==> config.mk <==
export PLATFORM = sky130hd
export DESIGN_NAME = i2c_bit_level_master_top
export DESIGN_NICKNAME = d
export VERILOG_FILES = /design/src/hdl/i2cbm_pkg.sv /design/src/hdl/i2cbm_seq.sv /design/src/hdl/i2c_bit_level_master_top.sv
export VERILOG_INCLUDE_DIRS = /design/src /design/src/hdl
export SDC_FILE = /design/constraint.sdc
export NUM_CORES = 1
export LEC_CHECK = 0
export ABC_AREA = 1
export BUFFER_PORTS_ARGS = -buffer_cell sky130_fd_sc_hd__buf_2
export CORE_UTILIZATION = 60
export DETAILED_ROUTE_END_ITERATION = 7
export HOLD_SLACK_MARGIN = 0.12
export PLACE_DENSITY = 0.8
export SLEW_MARGIN = 15
export SYNTH_ARGS = -nofsm -noshare
export SYNTH_HDL_FRONTEND = slang
export SYNTH_SLANG_ARGS = --single-unit
==> constraint.sdc <==
create_clock -name clk -period 4.7 [get_ports clk]
set_input_delay 0.235 -clock clk [delete_from_list [all_inputs] [get_ports clk]]
set_output_delay 0.235 -clock clk [all_outputs]
set_load 0.05 [all_outputs]
==> src/hdl/assert_macros.svh <==
// Assertion macros for the RTL files that carry checks.
// No dependencies; include by bare file name.
`ifndef ASSERT_MACROS_SVH
`define ASSERT_MACROS_SVH

// Property that must hold at every clock edge outside reset.
`define ASSERT_ALWAYS(lbl, clk, rst_n, prop, msg) \
    lbl: assert property (@(posedge clk) disable iff (!rst_n) (prop)) else $error(msg);

// Antecedent in one cycle implies consequent in the next.
`define ASSERT_NEXT(lbl, clk, rst_n, pre, post, msg) \
    lbl: assert property (@(posedge clk) disable iff (!rst_n) (pre) |=> (post)) \
        else $error(msg);

`endif

==> src/hdl/i2cbm_pkg.sv <==
// Package for the bit-level I2C master: payload structs, config struct,
// command, phase and register index codes. No dependencies.
`default_nettype none

package i2cbm_pkg;

    localparam int BITS_PER_TRANSFER = 8;

    typedef struct packed {
        logic [2:0] command;
        logic [7:0] tx_byte;
        logic       send_ack;
        logic       sda_sampled;
    } in_t;

    typedef struct packed {
        logic       scl_level;
        logic       sda_level;
        logic       sda_drive_enable;
        logic       busy_res;
        logic       done_res;
        logic [7:0] rx_byte;
        logic       ack_failed;
    } out_t;

    typedef struct packed {
        logic [15:0] half_period_ticks;
        logic [7:0]  ack_timeout_limit;
    } cfg_t;

    localparam logic [2:0] CMD_START = 3'd1;
    localparam logic [2:0] CMD_STOP  = 3'd2;
    localparam logic [2:0] CMD_WRITE = 3'd3;
    localparam logic [2:0] CMD_READ  = 3'd4;
    localparam logic [2:0] CMD_WAIT  = 3'd5;

    localparam logic [1:0] REG_HALF_PERIOD = 2'd0;
    localparam logic [1:0] REG_ACK_TIMEOUT = 2'd1;

    localparam logic [15:0] HALF_PERIOD_RESET = 16'd100;
    localparam logic [7:0]  ACK_TIMEOUT_RESET = 8'd250;

    localparam logic [3:0] PH_IDLE = 4'd0;
    localparam logic [3:0] PH_ST1  = 4'd1;
    localparam logic [3:0] PH_ST2  = 4'd2;
    localparam logic [3:0] PH_SP1  = 4'd3;
    localparam logic [3:0] PH_SP2  = 4'd4;
    localparam logic [3:0] PH_WA1  = 4'd5;
    localparam logic [3:0] PH_WA2  = 4'd6;
    localparam logic [3:0] PH_WAP  = 4'd7;
    localparam logic [3:0] PH_WRR  = 4'd8;
    localparam logic [3:0] PH_WRH  = 4'd9;
    localparam logic [3:0] PH_WRL  = 4'd10;
    localparam logic [3:0] PH_RDL  = 4'd11;
    localparam logic [3:0] PH_RDH  = 4'd12;
    localparam logic [3:0] PH_AKL  = 4'd13;
    localparam logic [3:0] PH_AKH  = 4'd14;

endpackage

`default_nettype wire

==> src/hdl/i2cbm_seq.sv <==
// Pin-level sequencer for the I2C master: phase register, counters, shifter,
// line levels. Advances one tick per step. Depends on i2cbm_pkg.
`default_nettype none

module i2cbm_seq (
    input  wire logic            clk,
    input  wire logic            rst_n,
    input  wire logic            step,
    input  wire i2cbm_pkg::in_t  in_data,
    input  wire i2cbm_pkg::cfg_t cfg,
    output i2cbm_pkg::out_t      result
);

    logic [3:0]  phase_reg, phase_next;
    logic [2:0]  cmd_reg, cmd_next;
    logic [3:0]  bits_reg, bits_next;
    logic [7:0]  shift_reg, shift_next;
    logic [15:0] delay_reg, delay_next;
    logic [7:0]  tmo_reg, tmo_next;
    logic        scl_reg, scl_next;
    logic        sda_reg, sda_next;
    logic        drv_reg, drv_next;
    logic        ack_reg, ack_next;
    logic [7:0]  rx_reg, rx_next;
    logic        done, failed;

    logic [15:0] delay_load;
    logic        dly_run;
    logic [15:0] dly_dec;
    logic [3:0]  bits_inc;

    assign delay_load = (cfg.half_period_ticks == 16'd0) ? 16'd1 : cfg.half_period_ticks;
    assign dly_run    = delay_reg > 16'd1;
    assign dly_dec    = delay_reg - 16'd1;
    assign bits_inc   = bits_reg + 4'd1;

    always_comb
    begin
        phase_next = phase_reg;
        cmd_next   = cmd_reg;
        bits_next  = bits_reg;
        shift_next = shift_reg;
        delay_next = delay_reg;
        tmo_next   = tmo_reg;
        scl_next   = scl_reg;
        sda_next   = sda_reg;
        drv_next   = drv_reg;
        ack_next   = ack_reg;
        rx_next    = rx_reg;
        done       = 1'b0;
        failed     = 1'b0;

        case (phase_reg)
            i2cbm_pkg::PH_IDLE:
            begin
                case (in_data.command)
                    i2cbm_pkg::CMD_START:
                    begin
                        cmd_next   = in_data.command;
                        {scl_next, sda_next, drv_next} = 3'b111;
                        phase_next = i2cbm_pkg::PH_ST1;
                        delay_next = delay_load;
                    end
                    i2cbm_pkg::CMD_STOP:
                    begin
                        cmd_next   = in_data.command;
                        {scl_next, sda_next, drv_next} = 3'b001;
                        phase_next = i2cbm_pkg::PH_SP1;
                        delay_next = delay_load;
                    end
                    i2cbm_pkg::CMD_WRITE:
                    begin
                        cmd_next   = in_data.command;
                        bits_next  = 4'd0;
                        {scl_next, sda_next, drv_next} = {1'b0, in_data.tx_byte[7], 1'b1};
                        shift_next = {in_data.tx_byte[6:0], 1'b0};
                        phase_next = i2cbm_pkg::PH_WRR;
                    end
                    i2cbm_pkg::CMD_READ:
                    begin
                        cmd_next   = in_data.command;
                        shift_next = 8'd0;
                        bits_next  = 4'd0;
                        ack_next   = in_data.send_ack;
                        scl_next   = 1'b0;
                        drv_next   = 1'b0;
                        phase_next = i2cbm_pkg::PH_RDL;
                        delay_next = delay_load;
                    end
                    i2cbm_pkg::CMD_WAIT:
                    begin
                        cmd_next   = in_data.command;
                        sda_next   = 1'b1;
                        drv_next   = 1'b0;
                        phase_next = i2cbm_pkg::PH_WA1;
                        delay_next = delay_load;
                    end
                    default:
                    begin
                        phase_next = i2cbm_pkg::PH_IDLE;
                    end
                endcase
            end
            i2cbm_pkg::PH_ST1:
            begin
                if (dly_run)
                    delay_next = dly_dec;
                else
                begin
                    {scl_next, sda_next, drv_next} = 3'b101;
                    phase_next = i2cbm_pkg::PH_ST2;
                    delay_next = delay_load;
                end
            end
            i2cbm_pkg::PH_ST2:
            begin
                if (dly_run)
                    delay_next = dly_dec;
                else
                begin
                    scl_next = 1'b0;
                    done     = 1'b1;
                end
            end
            i2cbm_pkg::PH_SP1:
            begin
                if (dly_run)
                    delay_next = dly_dec;
                else
                begin
                    {scl_next, sda_next, drv_next} = 3'b111;
                    phase_next = i2cbm_pkg::PH_SP2;
                    delay_next = delay_load;
                end
            end
            i2cbm_pkg::PH_SP2:
            begin
                if (dly_run)
                    delay_next = dly_dec;
                else
                begin
                    done   = 1'b1;
                    // stop issued after an ack timeout
                    failed = (cmd_reg == i2cbm_pkg::CMD_WAIT);
                end
            end
            i2cbm_pkg::PH_WA1:
            begin
                if (dly_run)
                    delay_next = dly_dec;
                else
                begin
                    scl_next   = 1'b1;
                    phase_next = i2cbm_pkg::PH_WA2;
                    delay_next = delay_load;
                end
            end
            i2cbm_pkg::PH_WA2:
            begin
                if (dly_run)
                    delay_next = dly_dec;
                else
                begin
                    tmo_next   = 8'd0;
                    phase_next = i2cbm_pkg::PH_WAP;
                end
            end
            i2cbm_pkg::PH_WAP:
            begin
                if (!in_data.sda_sampled)
                begin
                    scl_next = 1'b0;
                    done     = 1'b1;
                end
                else if (tmo_reg >= cfg.ack_timeout_limit)
                begin
                    {scl_next, sda_next, drv_next} = 3'b001;
                    phase_next = i2cbm_pkg::PH_SP1;
                    delay_next = delay_load;
                end
                else
                    tmo_next = tmo_reg + 8'd1;
            end
            i2cbm_pkg::PH_WRR:
            begin
                scl_next   = 1'b1;
                phase_next = i2cbm_pkg::PH_WRH;
                delay_next = delay_load;
            end
            i2cbm_pkg::PH_WRH:
            begin
                if (dly_run)
                    delay_next = dly_dec;
                else
                begin
                    scl_next   = 1'b0;
                    phase_next = i2cbm_pkg::PH_WRL;
                    delay_next = delay_load;
                end
            end
            i2cbm_pkg::PH_WRL:
            begin
                if (dly_run)
                    delay_next = dly_dec;
                else
                begin
                    bits_next = bits_inc;
                    if (bits_inc >= 4'(i2cbm_pkg::BITS_PER_TRANSFER))
                        done = 1'b1;
                    else
                    begin
                        {scl_next, sda_next, drv_next} = {1'b0, shift_reg[7], 1'b1};
                        shift_next = {shift_reg[6:0], 1'b0};
                        phase_next = i2cbm_pkg::PH_WRR;
                    end
                end
            end
            i2cbm_pkg::PH_RDL:
            begin
                if (dly_run)
                    delay_next = dly_dec;
                else
                begin
                    scl_next   = 1'b1;
                    phase_next = i2cbm_pkg::PH_RDH;
                    delay_next = delay_load;
                end
            end
            i2cbm_pkg::PH_RDH:
            begin
                if (dly_run)
                    delay_next = dly_dec;
                else
                begin
                    shift_next = {shift_reg[6:0], in_data.sda_sampled};
                    bits_next  = bits_inc;
                    delay_next = delay_load;
                    if (bits_inc >= 4'(i2cbm_pkg::BITS_PER_TRANSFER))
                    begin
                        {scl_next, sda_next, drv_next} = {1'b0, ~ack_reg, 1'b1};
                        phase_next = i2cbm_pkg::PH_AKL;
                    end
                    else
                    begin
                        scl_next   = 1'b0;
                        phase_next = i2cbm_pkg::PH_RDL;
                    end
                end
            end
            i2cbm_pkg::PH_AKL:
            begin
                if (dly_run)
                    delay_next = dly_dec;
                else
                begin
                    scl_next   = 1'b1;
                    phase_next = i2cbm_pkg::PH_AKH;
                    delay_next = delay_load;
                end
            end
            i2cbm_pkg::PH_AKH:
            begin
                if (dly_run)
                    delay_next = dly_dec;
                else
                begin
                    scl_next = 1'b0;
                    rx_next  = shift_reg;
                    done     = 1'b1;
                end
            end
            default:
            begin
                phase_next = i2cbm_pkg::PH_IDLE;
            end
        endcase

        if (done)
            phase_next = i2cbm_pkg::PH_IDLE;
    end

    always_ff @(posedge clk or negedge rst_n)
    begin
        if (!rst_n)
        begin
            phase_reg <= i2cbm_pkg::PH_IDLE;
            cmd_reg   <= 3'd0;
            bits_reg  <= 4'd0;
            shift_reg <= 8'd0;
            delay_reg <= 16'd0;
            tmo_reg   <= 8'd0;
            scl_reg   <= 1'b1;
            sda_reg   <= 1'b1;
            drv_reg   <= 1'b1;
            ack_reg   <= 1'b0;
            rx_reg    <= 8'd0;
        end
        else if (step)
        begin
            phase_reg <= phase_next;
            cmd_reg   <= cmd_next;
            bits_reg  <= bits_next;
            shift_reg <= shift_next;
            delay_reg <= delay_next;
            tmo_reg   <= tmo_next;
            scl_reg   <= scl_next;
            sda_reg   <= sda_next;
            drv_reg   <= drv_next;
            ack_reg   <= ack_next;
            rx_reg    <= rx_next;
        end
    end

    always_comb
    begin
        result.scl_level        = scl_next;
        result.sda_level        = sda_next;
        result.sda_drive_enable = drv_next;
        result.busy_res         = (phase_next != i2cbm_pkg::PH_IDLE);
        result.done_res         = done;
        result.rx_byte          = rx_next;
        result.ack_failed       = failed;
    end

endmodule

`default_nettype wire

==> src/hdl/i2c_bit_level_master_top.sv <==
// Top level of the bit-level I2C master: handshake, config registers,
// result register. Depends on i2cbm_pkg, i2cbm_seq and assert_macros.svh.
//
//   channel   direction   signals                           transaction
//   in        input       in_valid/in_ready/in_data         one bus tick
//   out       output      out_valid/out_ready/out_data      one result per tick
//   cfg       input       cfg_we/cfg_index/cfg_data         one register write
//
// One tick per cycle unless the output stalls: the sequencer updates in the cycle
// a tick is accepted and its result is registered for the next cycle.
// Reset puts SCL and SDA high and driven, idle, half period 100, timeout 250.
// A stalled result holds in_ready low only while out_ready is low; a new tick
// is accepted in the same cycle the held result is taken.
`default_nettype none
`include "assert_macros.svh"

module i2c_bit_level_master_top (
    input  wire logic            clk,
    input  wire logic            rst_n,
    input  wire logic            in_valid,
    output logic                 in_ready,
    input  wire i2cbm_pkg::in_t  in_data,
    output logic                 out_valid,
    input  wire logic            out_ready,
    output i2cbm_pkg::out_t      out_data,
    input  wire logic            cfg_we,
    input  wire logic [1:0]      cfg_index,
    input  wire logic [15:0]     cfg_data
);

    i2cbm_pkg::cfg_t cfg_reg;
    i2cbm_pkg::out_t result;
    i2cbm_pkg::out_t out_data_reg;
    logic            out_valid_reg;
    logic            step;

    assign in_ready  = !out_valid_reg || out_ready;
    assign step      = in_valid && in_ready;
    assign out_valid = out_valid_reg;
    assign out_data  = out_data_reg;

    always_ff @(posedge clk or negedge rst_n)
    begin
        if (!rst_n)
        begin
            cfg_reg.half_period_ticks <= i2cbm_pkg::HALF_PERIOD_RESET;
            cfg_reg.ack_timeout_limit <= i2cbm_pkg::ACK_TIMEOUT_RESET;
        end
        else if (cfg_we)
        begin
            case (cfg_index)
                i2cbm_pkg::REG_HALF_PERIOD: cfg_reg.half_period_ticks <= cfg_data;
                i2cbm_pkg::REG_ACK_TIMEOUT: cfg_reg.ack_timeout_limit <= cfg_data[7:0];
                default: ;
            endcase
        end
    end

    i2cbm_seq u_seq (
        .clk     (clk),
        .rst_n   (rst_n),
        .step    (step),
        .in_data (in_data),
        .cfg     (cfg_reg),
        .result  (result)
    );

    always_ff @(posedge clk or negedge rst_n)
    begin
        if (!rst_n)
            out_valid_reg <= 1'b0;
        else if (step)
            out_valid_reg <= 1'b1;
        else if (out_ready)
            out_valid_reg <= 1'b0;
    end

    always_ff @(posedge clk)
    begin
        if (step)
            out_data_reg <= result;
    end

    `ASSERT_ALWAYS(a_fail_with_done, clk, rst_n,
        !(out_valid && out_data.ack_failed) || out_data.done_res,
        "ack_failed without done")
    `ASSERT_ALWAYS(a_done_not_busy, clk, rst_n,
        !(out_valid && out_data.done_res) || !out_data.busy_res,
        "done while still busy")
    `ASSERT_NEXT(a_tick_gives_result, clk, rst_n, step, out_valid,
        "accepted tick left no result")

endmodule

`default_nettype wire
==> results of run 1 <==
cell type report:
class	instances	share of cell area
Clock buffer	9	0.0197
Timing Repair Buffer	67	0.0659
Clock inverter	7	0.0103
Tap cell	111	0.0220
Inverter	86	0.0528
Multi-Input combinational cell	531	0.443
Sequential cell	94	0.387
kinds of logic (layout without fill, tap and decap cells):
family          Yosys count  after routing
compound gates          138            138
buf+inv                 104            169
flops                    94             94
fa+ha+maj                12             12
simple gates            363            363
mux                       5              5
xor+xnor                 13             13
metal layers:
layer | part of all wire | up-vias | wire, um | track usage
li1 | - | 2487 | - | -
met1 | 0.43 | 2293 | 5720 | 0.370
met2 | 0.49 | 182 | 6470 | 0.484
met3 | 0.056 | 33 | 745 | 0.0379
met5 | 0 | - | 0 | 0
met4 | 0.028 | 0 | 371 | 0.128
worst max-delay path by stage:
stage	start	endpoint	slack, ns	cells past startpoint
after detailed placement	out_valid$_DFFE_PN0P_	u_seq.shift_reg[0]$_DFFE_PN0P_	2.47	6
after global placement	u_seq.delay_reg[0]$_DFFE_PN0P_	out_data[10]$_DFFE_PP_	2.51	11
after floorplan	out_valid$_DFFE_PN0P_	out_data[0]$_SDFFCE_PP0P_	2.55	3
after CTS	in_valid	u_seq.shift_reg[0]$_DFFE_PN0P_	2.39	9
final	in_valid	u_seq.shift_reg[0]$_DFFE_PN0P_	2.36	9
after global routing	in_valid	u_seq.shift_reg[0]$_DFFE_PN0P_	2.15	9
placed cells by master (no fill, tap or decap), types with 6 or more instances in the layout:
master	synthesis	routed
dfrtp_1	68	68
nand2_1	204	204
dlygate4sd3_1	0	15
nand3_1	39	39
buf_2	3	50
inv_1	71	71
o21ai_0	42	42
a31oi_1	7	7
xor2_1	12	12
ha_1	12	12
o21ai_1	29	29
dfstp_2	12	12
a21oi_1	28	28
clkbuf_8	0	9
nor2_1	66	66
edfxtp_1	14	14
o21ai_2	17	17
or2_2	6	6
inv_2	11	11
nand2_2	8	8
nand4_1	7	7
nand2_4	6	6
Yosys cell counts (all sizes together):
cell	count	area share
dfrtp	68	0.30
edfxtp	14	0.074
nor4	2	0.0022
buf	11	0.018
o22ai	3	0.0033
o21a	2	0.0026
inv	86	0.059
xnor2	1	0.0015
o21ai	88	0.089
and3	1	0.0020
a211oi	1	0.0022
dfstp	12	0.055
nand3b	4	0.0053
nand4	8	0.0099
xor2	12	0.018
o31a	1	0.0015
a31oi	7	0.0077
a32o	1	0.0018
o211ai	2	0.0035
or2	6	0.0066
ha	12	0.026
nand2	218	0.16
nand3	44	0.047
mux2	5	0.0099
a21oi	32	0.031
nor3	4	0.0035
clkbuf	7	0.0046
nor2	75	0.058
o31ai	1	0.0013
and2	1	0.0011
power breakdown:
part	total (uW)	switching, uW	internal (uW)
clock network	525	320	205
registers	1230	188	1040
logic	1500	1010	489
total	3260	1520	1740
worst reg2reg max path, stage by stage, from the launching register on:
cell	delay [ns]
dfrtp_1	0.41
a21oi_2	0.13
buf_4	0.36
inv_1	0.37
a21oi_1	0.26
nand4_2	0.35
o31ai_1	0.31
what timing repair did:
| item | 4_1_cts | 5_1_grt |
|---|---|---|
| hold buffers | 15 | 0 |
| hold endpoints to repair | 83 | 0 |
| buffers inserted | 0 | 0 |
| setup endpoints to repair | 0 | 0 |
stage by stage:
stage               hold WS (ns)   util
CTS                        0.127  0.685
global placement           0.449  0.649
global route               0.136  0.685
finish                     0.133  0.685
floorplan                -0.0606      -
detailed placement         0.465  0.649
==> implementation parameters, run 1 <==
Parameter                              Value

Global routing
  Maximum number of pins on one net before global-route repair    81
  Overall Global Routing Usage    0.286
  Overflow left after global routing    0
  Number of global-route vias before repair    4729
  First-pass GRT wire length    22300 um
  Number of antenna violations at the first check in global routing    0

Synth
  Largest family of logic cells by synthesized area    simple AND/OR/NAND/NOR gates
  Seq/Total Area, Yosys    0.429
  Cells after Synth    729
  Mean Syn Cell Area    7.80 sq um
  Mux share of post-synthesis cell area    0.00990
  Synthesized-area fraction occupied by adder cells    0.0264
  Synthesized netlist net count    777
  Yosys reg bits    94
  Count of cell types in the netlist    45
  Fraction of synthesized cell area in xor and xnor cells    0.0200
  Total standard cell area after synthesis    5690 sq um
  Share of synthesized cell area in and, or, nand and nor gates    0.291
  Compound-Gate Fraction of Synth Area    0.143
  Number of warnings reported in the yosys synthesis log    0

Route
  Initial DRC Count    278
  Routed length per instance    14.7 um
  Number of nets still failing antenna checks after routing    0
  Via count normalized by instance count    5.52
  Number of design rule violations left after detail routing    0
  Number of detailed-route iterations in the first pass    5
  Overall via count from detail_route    4995
  Sum of routed wire length over all layers    13300 um

Worst setup path
  Worst R2R Start    out_valid$_DFFE_PN0P_
  Maximum net fanout on the critical path    35
  Crit-path leading delay family    buffers and inverters
  CP Buf/Inv Count    5
  Cell occurring most often along the worst timing path    inv_1
  CP startpoint kind    input port
  Slowest cell on the critical path    dlygate4sd3_1
  Arrival time at the worst endpoint    2.62 ns
  Register-to-Register Path Depth    6
  Crit-path max cell delay    0.52 ns
  Setup Crit Path Kind    in -> reg
  Endpoint type of the worst setup path    register
  Critical path data required time    4.99 ns
  RR Endpoint    u_seq.shift_reg[0]$_DFFE_PN0P_
  Ordered cell list for the critical path    dlygate4sd3_1, buf_2, inv_1, a21oi_2, buf_4, inv_1, a21oi_1, nand4_2, o31ai_1
  Register-to-register setup slack    2.44 ns

CTS
  Depth of the CTS H-tree    3
  CTS clock-pin slew for the worst setup and hold paths    0.11 ns
  TritonCTS clock tree    done
  CTS Sinks    94
  Inserted Clock Buffers    9
  Buffers from clock root to sink, at most    2
  Insertion delay to the later sink of the worst-skew pair    0.37 ns
  Cell at the root of the clock tree    clkbuf_8
  Number of gates resized after cts    0

Place
  Placement-stage cell area    5960 sq um
  Input/output buffers    51
  Gpl congestion    0.960
  Cell count after placement    874
  Worst setup slack after placement    2.47 ns
  HPWL reported at the end of detailed placement    9860 um

STA
  Hold violation total from the final report    0
  Worst-case setup margin in the final layout    2.36 ns
  Setup skew after layout    0.0155 ns
  Final Setup Violations    0
  Least-Margin Pin Slew    1.00 ns
  Setup TNS after final layout    0 ns
  Relative slew slack    0.332
  Final period utilization    0.498
  Fmax    0.427 GHz
  Min Tclk post-route    2.34 ns
  Max-slew violation count    0
  RSZ-0062 raised after global routing    false

Finish
  Layout cell share with drive strength beyond 1    0.200
  Max reg flops    24
  Net count of the finished layout    837
  Reg area    2440 sq um
  Final design instance area without fill    6300 sq um
  Fillcell total    764
  Synth-to-layout area growth    10.8%
  Multi-input gate area    2790 sq um
  Final non-filler cell total    905
  Diode count    0

Die
  Core region area    9200 sq um
  Overall die height    99.4 um
  Die X-Extent    99.4 um
  Die Footprint    9870 sq um
  IO Pins    52
  Std-Cell Rows    35
  Starting utilization of the core area    0.619

Run
  Max-Cap Viols    0

Hold path
  Worst hold path cell count    3
  Worst hold path endpoint    cfg_reg[22]$_DFFE_PN0P_
  Worst hold path type    in -> reg
  Start point of the worst hold path    cfg_data[14]

Outcome
  Outcome    complete, no violations

Power and ir drop
  Leakage power total    0.00310 uW
  Worst IR Drop VDD    0.272 mV
  Tot Pwr    3260 uW
  Cell area power density    517 nW/um^2
Power figures use the tool's default switching activity.
==> run 2: changes to the inputs <==
Settings changed: CORE_UTILIZATION 60 to 54, PLACE_DENSITY 0.8 to 0.76.
Clock period 4.7 ns to 2.14 ns, I/O delays scaled along.
==> implementation parameters, run 2 (synthesis gave the netlist of run 1 again) <==
Parameter                              Value

Outcome
  Outcome    complete, no violations

Place
  Worst setup slack after placement    0.0871 ns (-2.39 ns)
  Gpl congestion    0.942 (-1.9%)
  Input/output buffers    51 (unchanged)
  HPWL reported at the end of detailed placement    9800 um (-0.65%)

STA
  RSZ-0062 raised after global routing    false
  Final period utilization    0.930
  Final Setup Violations    0 (unchanged)
  Least-Margin Pin Slew    0.786 ns (-0.216 ns)
  Worst-case setup margin in the final layout    0.149 ns (-2.21 ns)
  Setup TNS after final layout    0 ns (unchanged)
  Hold violation total from the final report    0 (unchanged)
  Max-slew violation count    0 (unchanged)
  Relative slew slack    0.475 (+0.143)
  Fmax    0.502 GHz
  Min Tclk post-route    1.99 ns
  Setup skew after layout    0.00704 ns (-0.00846 ns)

Hold path
  Worst hold path type    in -> async

Die
  IO Pins    52 (unchanged)
  Core region area    10300 sq um (+12%)
  Die X-Extent    105 um (+5.3%)
  Die Footprint    10900 sq um (+11%)
  Std-Cell Rows    37 (+5.7%)
  Starting utilization of the core area    0.553 (-0.0651)
  Overall die height    105 um (+5.3%)

Worst setup path
  Setup Crit Path Kind    reg -> reg
  Endpoint type of the worst setup path    register
  Crit-path max cell delay    0.61 ns (+0.09 ns)
  Arrival time at the worst endpoint    2.13 ns (-0.49 ns)
  Ordered cell list for the critical path    nand2_2, inv_2, nand2_2, nand3_4, nor2_2, nor2_1, nand2_1, nor2_1, nand3_1, and2_1
  RR Endpoint    out_data[11]$_DFFE_PP_
  Critical path data required time    2.28 ns (-2.71 ns)
  Maximum net fanout on the critical path    9 (-74%)
  Worst R2R Start    u_seq.phase_reg[2]$_DFFE_PN0P_
  Slowest cell on the critical path    dfrtp_1
  Register-to-register setup slack    0.15 ns (-2.29 ns)
  CP startpoint kind    register
  Register-to-Register Path Depth    10 (+4)

CTS
  TritonCTS clock tree    done
  Depth of the CTS H-tree    3 (unchanged)
  Cell at the root of the clock tree    clkbuf_8
  CTS clock-pin slew for the worst setup and hold paths    0.09 ns (-0.02 ns)
  CTS Sinks    94 (unchanged)
  Inserted Clock Buffers    9 (unchanged)
  Insertion delay to the later sink of the worst-skew pair    0.37 ns (about the same)
  Buffers from clock root to sink, at most    2 (unchanged)

Power and ir drop
  Cell area power density    1080 nW/um^2 (+110%)
  Tot Pwr    7210 uW (+120%)
  Worst IR Drop VDD    0.468 mV (+72%)
  Leakage power total    0.00323 uW (+4.4%)

Route
  Number of nets still failing antenna checks after routing    0 (unchanged)
  Number of design rule violations left after detail routing    0 (unchanged)
  Initial DRC Count    320 (+15%)
  Sum of routed wire length over all layers    13700 um (+2.8%)
  Overall via count from detail_route    5117 (+2.4%)
  Number of detailed-route iterations in the first pass    4 (-1)
  Via count normalized by instance count    5.33 (-3.4%)
  Routed length per instance    14.2 um (-3.1%)

Finish
  Layout cell share with drive strength beyond 1    0.220 (+0.0194)
  Most frequent cells in the layout    201 x nand2_1, 70 x inv_1, 68 x dfrtp_1
  Diode count    0 (unchanged)
  Synth-to-layout area growth    17.4%
  Most frequent standard cell in the layout excluding fill and tap cells    nand2_1
  Max reg flops    24 (unchanged)
  Net count of the finished layout    867 (+3.6%)

Global routing
  Grt met3 use    0.0430 (+0.00510)
  Peak-usage layer in the global routing report    met2
  First-pass GRT wire length    23100 um (+3.6%)
  Number of global-route vias before repair    5014 (+6.0%)
  Overflow left after global routing    0 (unchanged)
  Overall Global Routing Usage    0.262 (-0.0248)
  Met2 GRT Util    0.445 (-0.0393)
  Number of antenna violations at the first check in global routing    0 (unchanged)
  Global Route met1 Usage    0.335 (-0.0346)
  Maximum number of pins on one net before global-route repair    48 (-41%)

Run
  Max-Cap Viols    0 (unchanged)
==> run 2: cell types whose count changed in the layout (fill, tap and decap cells not counted), sizes merged <==
cell | previous run | this run
clkbuf | 9 | 11
inv | 90 | 87
dlygate4sd3 | 15 | 31
buf | 52 | 66
clkinvlp | 1 | 2
==> run 2: worst max-delay path: cells and delay by family, from the launching register on <==
family / cells / cell delay, ns
DFF: 1 / 0.61
and+or+nand+nor: 9 / 1.02
buffers and inverters: 1 / 0.14
==> run 2: per-stage QoR <==
step / hold WS (ns) / area, sq um / std cells / util
after floorplan: -0.189 / 5690 / 729 / -
after global routing: 0.264 / 6680 / 960 / 0.650
after global placement: 0.0956 / 6120 / 911 / 0.595
after CTS: 0.242 / 6600 / 958 / 0.643
final: 0.226 / 6680 / 960 / 0.650
after detailed placement: 0.106 / 6120 / 911 / 0.595
==> run 2: report_power, final <==
| group | total, uW | internal [uW] | switching, uW |
|---|---|---|---|
| combinational | 3390 | 1180 | 2220 |
| clock | 1110 | 455 | 659 |
| sequential | 2710 | 2290 | 415 |
==> run 2: how the worst max path moves through the flow <==
stage          slack, ns                      startpoint  cells past startpoint                         endpoint
2_1_floorplan       0.27           out_valid$_DFFE_PN0P_                      3        out_data[0]$_SDFFCE_PP0P_
6_report            0.15  u_seq.phase_reg[2]$_DFFE_PN0P_                     10           out_data[11]$_DFFE_PP_
3_3_place_gp        0.17          cfg_reg[7]$_DFFE_PN1P_                     11   u_seq.delay_reg[1]$_DFFE_PN0P_
5_1_grt             0.01  u_seq.delay_reg[1]$_DFFE_PN0P_                     12  u_seq.delay_reg[14]$_DFFE_PN0P_
3_5_place_dp        0.09          cfg_reg[7]$_DFFE_PN1P_                     11   u_seq.delay_reg[1]$_DFFE_PN0P_
4_1_cts             0.07          cfg_reg[7]$_DFFE_PN1P_                     11   u_seq.delay_reg[1]$_DFFE_PN0P_
==> run 2: area by class of cell <==
class                      count  area [sq um]
tap                          136           170
sequential                    94          2440
inverter                      86           338
fill                         877          3600
timing repair buffer          97           706
clock inverter                 5          33.8
multi-input combinational    531          2850
clock buffer                  11           141
==> run 2: routing by layer <==
layer	share of wire	up-vias
met5	0	-
met4	0.023	0
met3	0.054	29
met2	0.47	183
met1	0.45	2361
li1	-	2544
==> run 2: timing repair <==
| action | CTS | global route |
|---|---|---|
| hold buffers | 31 | 0 |
| setup buffers | 0 | 2 |
| endpoints found under the setup margin | 0 | 30 |
| hold endpoints to repair | 80 | 0 |
| gates resized for setup | 0 | 13 |
